$ cat config.mk
export PLATFORM = sky130hd
export DESIGN_NAME = onewire_master_with_crc8
export DESIGN_NICKNAME = d
export VERILOG_FILES = /design/src/rtl/core/owm_pkg.sv /design/src/rtl/core/onewire_master_with_crc8.sv
export SDC_FILE = /design/constraint.sdc
export NUM_CORES = 1
export LEC_CHECK = 0
export BUFFER_PORTS_ARGS = -buffer_cell sky130_fd_sc_hd__clkbuf_2
export CELL_PAD_IN_SITES_DETAIL_PLACEMENT = 1
export CELL_PAD_IN_SITES_GLOBAL_PLACEMENT = 1
export CORE_ASPECT_RATIO = 1.25
export CORE_MARGIN = 2
export CORE_UTILIZATION = 39
export DETAILED_ROUTE_END_ITERATION = 16
export MAX_ROUTING_LAYER = met4
export PLACE_DENSITY = 0.67
export SYNTH_ARGS = -nofsm -noshare
export SYNTH_HDL_FRONTEND = slang
export SYNTH_SLANG_ARGS = --single-unit
$ cat constraint.sdc
create_clock -name clk_i -period 4.7 [get_ports clk_i]
set_input_delay 0.47 -clock clk_i [delete_from_list [all_inputs] [get_ports clk_i]]
set_output_delay 0.47 -clock clk_i [all_outputs]
set_load 0.005 [all_outputs]
$ cat src/rtl/core/owm_pkg.sv
// Package for the 1-wire bus master: command codes, register indexes,
// register reset values and the reflected CRC-8 fold.
// No dependencies.
`timescale 1ns / 1ps
`default_nettype none

package owm_pkg;

  // Command codes carried by the mode field
  typedef enum logic [1:0] {
    CMD_TICK  = 2'd0,
    CMD_RESET = 2'd1,
    CMD_WRITE = 2'd2,
    CMD_READ  = 2'd3
  } cmd_e;

  // Configuration register indexes
  typedef enum logic [2:0] {
    REG_RESET_LOW     = 3'd0,
    REG_PRESENCE_SMP  = 3'd1,
    REG_RESET_RECOVER = 3'd2,
    REG_SHORT_LOW     = 3'd3,
    REG_WR1_RECOVER   = 3'd4,
    REG_WR0_LOW       = 3'd5,
    REG_WR0_RECOVER   = 3'd6,
    REG_READ_SAMPLE   = 3'd7
  } reg_idx_e;

  localparam int unsigned TimeW    = 10;
  localparam int unsigned ShortW   = 8;
  localparam int unsigned CfgDataW = 10;

  localparam logic [TimeW-1:0]  ResetLowDefault     = 10'd480;
  localparam logic [TimeW-1:0]  PresenceSmpDefault  = 10'd70;
  localparam logic [TimeW-1:0]  ResetRecoverDefault = 10'd410;
  localparam logic [ShortW-1:0] ShortLowDefault     = 8'd6;
  localparam logic [ShortW-1:0] Wr1RecoverDefault   = 8'd64;
  localparam logic [ShortW-1:0] Wr0LowDefault       = 8'd60;
  localparam logic [ShortW-1:0] Wr0RecoverDefault   = 8'd10;
  localparam logic [ShortW-1:0] ReadSampleDefault   = 8'd9;

  // Released ticks after a read-bit sample
  localparam logic [ShortW-1:0] ReadRecoverUs = 8'd55;

  localparam logic [7:0] CrcPoly = 8'h8c;

  // Fold one byte into the reflected CRC-8
  function automatic logic [7:0] crc8_fold(input logic [7:0] acc, input logic [7:0] b);
    logic [7:0] c;
    c = acc ^ b;
    for (int k = 0; k < 8; k++) begin
      c = c[0] ? ((c >> 1) ^ CrcPoly) : (c >> 1);
    end
    return c;
  endfunction

endpackage

`default_nettype wire

$ cat src/rtl/core/onewire_master_with_crc8.sv
// 1-wire bus master top level: per-tick slot timing FSM, CRC-8 over read bytes.
// Depends on owm_pkg.
// The result of an accepted tick transaction is registered, valid in the next cycle.
// Throughput: one tick per cycle; the single result register sets this and
// input stalls only while that register holds a result that is stalled.
// Reset: all control and timing state clear, registers take their defaults.
`timescale 1ns / 1ps
`default_nettype none

module onewire_master_with_crc8 (
  input  wire logic                          clk_i,
  input  wire logic                          rst_ni,
  // configuration write port
  input  wire logic                          cfg_we_i,
  input  wire logic [2:0]                    cfg_index_i,
  input  wire logic [owm_pkg::CfgDataW-1:0]  cfg_data_i,
  // tick input channel
  input  wire logic                          in_valid_i,
  output logic                               in_stall_o,
  input  wire logic [1:0]                    mode_i,
  input  wire logic [7:0]                    write_data_i,
  input  wire logic                          bus_level_i,
  // result channel
  output logic                               out_valid_o,
  input  wire logic                          out_stall_i,
  output logic                               drive_low_o,
  output logic                               busy_res_o,
  output logic                               done_res_o,
  output logic                               presence_o,
  output logic [7:0]                         read_data_o,
  output logic                               crc_ok_o,
  output logic                               rejected_o
);
  import owm_pkg::*;

  typedef enum logic [2:0] {
    PH_IDLE         = 3'd0,
    PH_RST_LOW      = 3'd1,
    PH_RST_WAIT     = 3'd2,
    PH_RST_RECOVER  = 3'd3,
    PH_SLOT_LOW     = 3'd4,
    PH_SLOT_WAIT    = 3'd5,
    PH_READ_RECOVER = 3'd6
  } phase_e;

  // configuration registers
  logic [TimeW-1:0]  reset_low_q, presence_smp_q, reset_recover_q;
  logic [ShortW-1:0] short_low_q, wr1_recover_q, wr0_low_q, wr0_recover_q, read_sample_q;

  // bus state
  phase_e      phase_q, phase_d;
  logic [TimeW-1:0] time_q, time_d;
  logic [2:0]  bit_q, bit_d;
  logic [7:0]  shift_q, shift_d;
  logic [7:0]  crc_q, crc_d;
  logic        pres_q, pres_d;
  cmd_e        cmd_q, cmd_d;
  logic [7:0]  last_read_q, last_read_d;

  // result register
  logic        out_valid_q;
  logic        drive_q, busy_q, done_q, rej_q;
  logic        drive_d, busy_d, done_d, rej_d;

  logic        in_accept;
  logic        out_free;

  assign out_free   = !out_valid_q || !out_stall_i;
  assign in_stall_o = !out_free;
  assign in_accept  = in_valid_i && out_free;

  // Write a configuration register
  always_ff @(posedge clk_i or negedge rst_ni) begin
    if (!rst_ni) begin
      reset_low_q     <= ResetLowDefault;
      presence_smp_q  <= PresenceSmpDefault;
      reset_recover_q <= ResetRecoverDefault;
      short_low_q     <= ShortLowDefault;
      wr1_recover_q   <= Wr1RecoverDefault;
      wr0_low_q       <= Wr0LowDefault;
      wr0_recover_q   <= Wr0RecoverDefault;
      read_sample_q   <= ReadSampleDefault;
    end else if (cfg_we_i) begin
      unique case (reg_idx_e'(cfg_index_i))
        REG_RESET_LOW:     reset_low_q     <= cfg_data_i[TimeW-1:0];
        REG_PRESENCE_SMP:  presence_smp_q  <= cfg_data_i[TimeW-1:0];
        REG_RESET_RECOVER: reset_recover_q <= cfg_data_i[TimeW-1:0];
        REG_SHORT_LOW:     short_low_q     <= cfg_data_i[ShortW-1:0];
        REG_WR1_RECOVER:   wr1_recover_q   <= cfg_data_i[ShortW-1:0];
        REG_WR0_LOW:       wr0_low_q       <= cfg_data_i[ShortW-1:0];
        REG_WR0_RECOVER:   wr0_recover_q   <= cfg_data_i[ShortW-1:0];
        REG_READ_SAMPLE:   read_sample_q   <= cfg_data_i[ShortW-1:0];
        default: ;
      endcase
    end
  end

  // Low time of the next slot: write-zero uses its own, else the short one
  function automatic logic [TimeW-1:0] slot_low(input cmd_e c, input logic lsb,
                                                input logic [ShortW-1:0] wr0,
                                                input logic [ShortW-1:0] shrt);
    logic [ShortW-1:0] t;
    t = (c == CMD_WRITE && !lsb) ? wr0 : shrt;
    return {{(TimeW-ShortW){1'b0}}, t};
  endfunction

  // Advance the bus FSM by one tick
  always_comb begin
    phase_d     = phase_q;
    time_d      = time_q;
    bit_d       = bit_q;
    shift_d     = shift_q;
    crc_d       = crc_q;
    pres_d      = pres_q;
    cmd_d       = cmd_q;
    last_read_d = last_read_q;
    rej_d       = 1'b0;
    done_d      = 1'b0;

    // start a command, or reject it while busy
    if (phase_q != PH_IDLE) begin
      rej_d = (cmd_e'(mode_i) != CMD_TICK);
    end else if (cmd_e'(mode_i) != CMD_TICK) begin
      cmd_d = cmd_e'(mode_i);
      bit_d = 3'd0;
      if (cmd_e'(mode_i) == CMD_RESET) begin
        crc_d   = 8'd0;
        phase_d = PH_RST_LOW;
        time_d  = reset_low_q;
      end else begin
        shift_d = (cmd_e'(mode_i) == CMD_WRITE) ? write_data_i : 8'd0;
        phase_d = PH_SLOT_LOW;
        time_d  = slot_low(cmd_e'(mode_i), shift_d[0], wr0_low_q, short_low_q);
      end
    end

    busy_d  = (phase_d != PH_IDLE);
    drive_d = (phase_d == PH_RST_LOW) || (phase_d == PH_SLOT_LOW);

    // count down the phase, then move on at its last tick
    if (busy_d) begin
      if (time_d > TimeW'(1)) begin
        time_d = time_d - TimeW'(1);
      end else begin
        unique case (phase_d)
          PH_RST_LOW: begin
            phase_d = PH_RST_WAIT;
            time_d  = presence_smp_q;
          end
          PH_RST_WAIT: begin
            pres_d  = !bus_level_i;
            phase_d = PH_RST_RECOVER;
            time_d  = reset_recover_q;
          end
          PH_RST_RECOVER: begin
            phase_d = PH_IDLE;
            time_d  = '0;
            done_d  = 1'b1;
          end
          PH_SLOT_LOW: begin
            phase_d = PH_SLOT_WAIT;
            if (cmd_d == CMD_WRITE) begin
              time_d = {{(TimeW-ShortW){1'b0}}, shift_d[0] ? wr1_recover_q : wr0_recover_q};
            end else begin
              time_d = {{(TimeW-ShortW){1'b0}}, read_sample_q};
            end
          end
          PH_SLOT_WAIT, PH_READ_RECOVER: begin
            if (phase_d == PH_SLOT_WAIT && cmd_d != CMD_WRITE) begin
              // sample the read bit, LSB first
              shift_d = {bus_level_i, shift_d[7:1]};
              phase_d = PH_READ_RECOVER;
              time_d  = {{(TimeW-ShortW){1'b0}}, ReadRecoverUs};
            end else if (bit_d == 3'd7) begin
              // last bit: finish the byte
              phase_d = PH_IDLE;
              time_d  = '0;
              done_d  = 1'b1;
              if (cmd_d == CMD_READ) begin
                last_read_d = shift_d;
                crc_d       = crc8_fold(crc_d, shift_d);
              end
            end else begin
              bit_d = bit_d + 3'd1;
              if (cmd_d == CMD_WRITE) begin
                shift_d = shift_d >> 1;
              end
              phase_d = PH_SLOT_LOW;
              time_d  = slot_low(cmd_d, shift_d[0], wr0_low_q, short_low_q);
            end
          end
          default: begin
            phase_d = PH_IDLE;
            time_d  = '0;
          end
        endcase
      end
    end
  end

  // Hold bus state; update it on each accepted tick
  always_ff @(posedge clk_i or negedge rst_ni) begin
    if (!rst_ni) begin
      phase_q     <= PH_IDLE;
      time_q      <= '0;
      bit_q       <= '0;
      shift_q     <= '0;
      crc_q       <= '0;
      pres_q      <= 1'b0;
      cmd_q       <= CMD_TICK;
      last_read_q <= '0;
    end else if (in_accept) begin
      phase_q     <= phase_d;
      time_q      <= time_d;
      bit_q       <= bit_d;
      shift_q     <= shift_d;
      crc_q       <= crc_d;
      pres_q      <= pres_d;
      cmd_q       <= cmd_d;
      last_read_q <= last_read_d;
    end
  end

  // Result valid flag
  always_ff @(posedge clk_i or negedge rst_ni) begin
    if (!rst_ni) begin
      out_valid_q <= 1'b0;
    end else if (out_free) begin
      out_valid_q <= in_accept;
    end
  end

  // Result payload
  always_ff @(posedge clk_i) begin
    if (in_accept) begin
      drive_q <= drive_d;
      busy_q  <= busy_d;
      done_q  <= done_d;
      rej_q   <= rej_d;
    end
  end

  assign out_valid_o = out_valid_q;
  assign drive_low_o = drive_q;
  assign busy_res_o  = busy_q;
  assign done_res_o  = done_q;
  assign rejected_o  = rej_q;
  assign presence_o  = pres_q;
  assign read_data_o = last_read_q;
  assign crc_ok_o    = (crc_q == 8'd0);

  // A finished or rejected tick always belongs to a running command
  assert property (@(posedge clk_i) disable iff (!rst_ni)
    out_valid_q && (done_q || rej_q) |-> busy_q)
    else $error("done or rejected without busy");

  // Driving low only happens inside a command
  assert property (@(posedge clk_i) disable iff (!rst_ni)
    out_valid_q && drive_q |-> busy_q && !done_q)
    else $error("bus driven outside a command");

  // An idle result leaves the FSM idle
  assert property (@(posedge clk_i) disable iff (!rst_ni)
    out_valid_q && !busy_q |-> phase_q == PH_IDLE)
    else $error("idle result with FSM not idle");

  // A completed command returns the FSM to idle
  assert property (@(posedge clk_i) disable iff (!rst_ni)
    out_valid_q && done_q |-> phase_q == PH_IDLE && time_q == '0)
    else $error("FSM not idle after done");

endmodule

`default_nettype wire
==> results_dict.tcl <==
set metrics [dict create \
    status "completed" \
    cp_max_fo 13 \
    cts_resized 0 \
    path_class "reg2reg" \
    worstPathRequired_ps 5020 \
    diodes 0 \
    cts_tree "built" \
    die-area_sq_um 18400 \
    ant_nets 0 \
    register_area_sq_um 3000 \
    grt_overflow 0 \
    synth.area.mux_share_pct 16.1 \
    syn_avg_cell_area_sq_um 10.6 \
    ys_seq_area_share_pct 44.5 \
    cts.sinks 118 \
    fp.dieH_um 151 \
    synthAdderAreaFrac_pct 0.556 \
    tightest_slew_ps 966 \
    htreeDepth 4 \
    worst_slack_ps 513 \
    finalCriticalPeriod_ps 4190 \
    grt_util_all_layers_pct 25.2 \
    place_congestion 0.959 \
    power_density_nw_per_um2 574 \
    port_buffers 44 \
    dp_hpwl_mm 15.2 \
    drv_cap 0 \
    synth_top_family_by_area "multiplexers" \
    clockBufferDepth 2 \
    relSlewSlack_pct 35.6 \
    period_share_pct 89.1 \
    finalHoldViolations 0 \
    p_leak_uw 0.00333 \
    viasPerCell 5.82 \
    drcViolationCount 0 \
    place_area_sq_um 7240 \
    fin_setup_tns_ps 0 \
    crit_chain "or4b_1 > a211oi_1 > nor4_2 > buf_4 > inv_1 > ha_1 > nor2_1 > or3_4 > nor3_4 > and2_1 > nand2_1 > o32ai_1" \
    cts_root_buffer "clkbuf_16" \
    worstSkewPairLatency_ps 420 \
    ys.flop_type "dfrtp_1" \
    rows 53 \
    synth-edff-count 4 \
    crit_family "simple AND/OR/NAND/NOR gates" \
    ys_warn_count 0 \
    area_delta_synth_final_pct 16.2 \
    holdBufCountCts 0 \
    cp-start-kind "flip-flop" \
    max_clock_freq_ghz 0.239 \
    synth_compound_area_share_pct 15.5 \
    wl_mm 21.1 \
    ys_ff_latch 118 \
    fill_cells 1879 \
    synth.net_count 667 \
    worstSetupEndpointType "flip-flop" \
    num-nets-final 716 \
    antenna_found_initial 0 \
    netlist_top_cells_area "dfrtp_1 (34%), mux2_2 (11%), dfstp_2 (9.0%)" \
    yosysTopAreaCell "dfrtp_1" \
    drtIter0Drc 334 \
    netlist_area_sq_um 6750 \
    setup_viol 0 \
    max-vdd-ir-drop_uv 265 \
    grt_pass1_wl_mm 33.6 \
    multiInputGateArea_sq_um 3500 \
    hold_ws_ps 207 \
    rsz0062_at_grt "no" \
    synth_top_area_share_pct 33.7 \
    yosys.area_share.simple_pct 15.4 \
    fin_util_pct 46.4 \
    final_area_sq_um 7840 \
    drive_gt1_share_pct 30.8 \
    place_ws_ps 503 \
    syn_inst 635 \
    dieWidth_um 122 \
    drv_slew 0 \
    wl_per_cell_um 23.0 \
    postCtsSetupBuffers 0 \
    worst-path-buf-inv 2 \
    async_flop_share_pct 96.6 \
    max_stage_delay_ps 660 \
    arrival_ps 4510 \
    numCtsBuffers 17 \
    slowest_stage "or4b_1" \
    hold_class "in2async" \
    grt_pass1_vias 5857 \
    vias 5340 \
    core_area_sq_um 16900 \
    ioPinCount 45 \
    ys_types 88 \
    yosys.area_share.xor_xnor_pct 4.23 \
    initial_utilization_pct 39.9 \
    cts.clk_slew.worst_paths_ps 60 \
    skew_ps 7.53 \
    grt_max_degree 75 \
    firstDrtPassIters 4 \
]
-- flip-flops by register name, indices dropped and copies added (netlist names), 10 cells and up --
signal           flops
presence_smp_q      10
reset_low_q         10
reset_recover_q     10
time_q              10
-- cells in the final DEF (no fill, tap or decap), types with 13 or more instances in the layout --
| cell | netlist | final |
|---|---|---|
| dfrtp_1 | 91 | 91 |
| mux2_2 | 67 | 67 |
| nor2_1 | 45 | 45 |
| clkbuf_2 | 0 | 43 |
| nand2_1 | 42 | 42 |
| o21ai_0 | 37 | 37 |
| buf_4 | 4 | 26 |
| mux2i_1 | 25 | 25 |
| dfstp_2 | 23 | 23 |
| a21oi_1 | 21 | 21 |
| clkbuf_16 | 0 | 18 |
| o21ai_1 | 15 | 15 |
| nor3_1 | 15 | 14 |
| nand3_1 | 14 | 14 |
| inv_1 | 13 | 13 |
-- final cells by class --
class,instances,share of cell area [%]
Clock buffer,26,6.51
Clock inverter,6,1.15
Inverter,14,0.670
Multi-Input combinational cell,464,44.7
Sequential cell,118,38.3
Tap cell,220,3.51
Timing Repair Buffer,69,5.23
-- worst reg2reg max path, delay by kind of cell (launching register included) --
family / cells / cell delay [ps]
AOI/OAI and AO/OA: 2 / 630
and+or+nand+nor: 7 / 2440
DFF: 1 / 520
adders and majority gates: 1 / 280
buffers and inverters: 2 / 220
-- routing by layer --
metal  GRT usage, %  share of wire [%]  vias up  routed length, um
met5              -                  0        -                  0
met3           4.48                3.8       32                799
li1               -                  -     2450                  -
met2           44.3                 53      122              11200
met1           28.9                 40     2736               8500
met4           9.25                2.7        0                574
-- cell usage after synthesis (5+ instances only) --
| library cell | instances |
|---|---|
| clkbuf_1 | 16 |
| o21ai_1 | 15 |
| buf_2 | 12 |
| nand3_1 | 14 |
| nor2b_1 | 11 |
| mux2i_1 | 25 |
| nand2_1 | 42 |
| a221oi_1 | 5 |
| mux2_2 | 67 |
| a21oi_1 | 21 |
| xor2_1 | 10 |
| dfstp_2 | 23 |
| dfrtp_1 | 91 |
| or3_1 | 5 |
| xnor2_1 | 10 |
| o21ai_0 | 37 |
| nor3_1 | 15 |
| nor2_1 | 45 |
| a31oi_1 | 7 |
| and3_1 | 6 |
| inv_1 | 13 |
| nand2b_1 | 10 |
-- kinds of logic after synthesis --
logic type | count (synthesis)
buffers and inverters | 53
and+or+nand+nor | 187
xor gates and xnor gates | 26
AOI/OAI and AO/OA | 151
adders and majority gates | 3
DFF | 118
muxes | 97
-- path summary, 6_finish.rpt --
| check | cells past startpoint | endpoint | from | slack [ps] |
|---|---|---|---|---|
| setup / recovery | 12 | time_q[4]$_DFFE_PN0P_ | phase_q[0]$_DFFE_PN0P_ | 510 |
| hold / removal | 1 | read_data_o[5]$_DFFE_PN0P_ | rst_ni | 210 |
| setup reg to reg | 12 | time_q[4]$_DFFE_PN0P_ | phase_q[0]$_DFFE_PN0P_ | 510 |
| hold reg to reg | 2 | shift_q[6]$_DFFE_PN0P_ | shift_q[6]$_DFFE_PN0P_ | 490 |
| max in group asynchronous | 2 | short_low_q[1]$_DFFE_PN1P_ | rst_ni | 3350 |
| min in group clk_i | 2 | out_valid_o$_DFFE_PN0N_ | in_valid_i | 270 |
-- power breakdown --
part / total [uW] / switching [uW] / internal (uW) / leakage (uW)
Sequential: 1450 / 172 / 1270 / 0.00141
Clock: 1320 / 466 / 855 / 0.000290
Combinational: 1740 / 1030 / 701 / 0.00164
Total: 4500 / 1670 / 2830 / 0.00333
-- per-stage QoR --
stage	cells	power [uW]
after floorplan	635	2620
after global placement	885	3130
after detailed placement	885	3170
after CTS	917	4530
after global routing	917	4760
final	917	4500
Power figures use the tool's default switching activity.
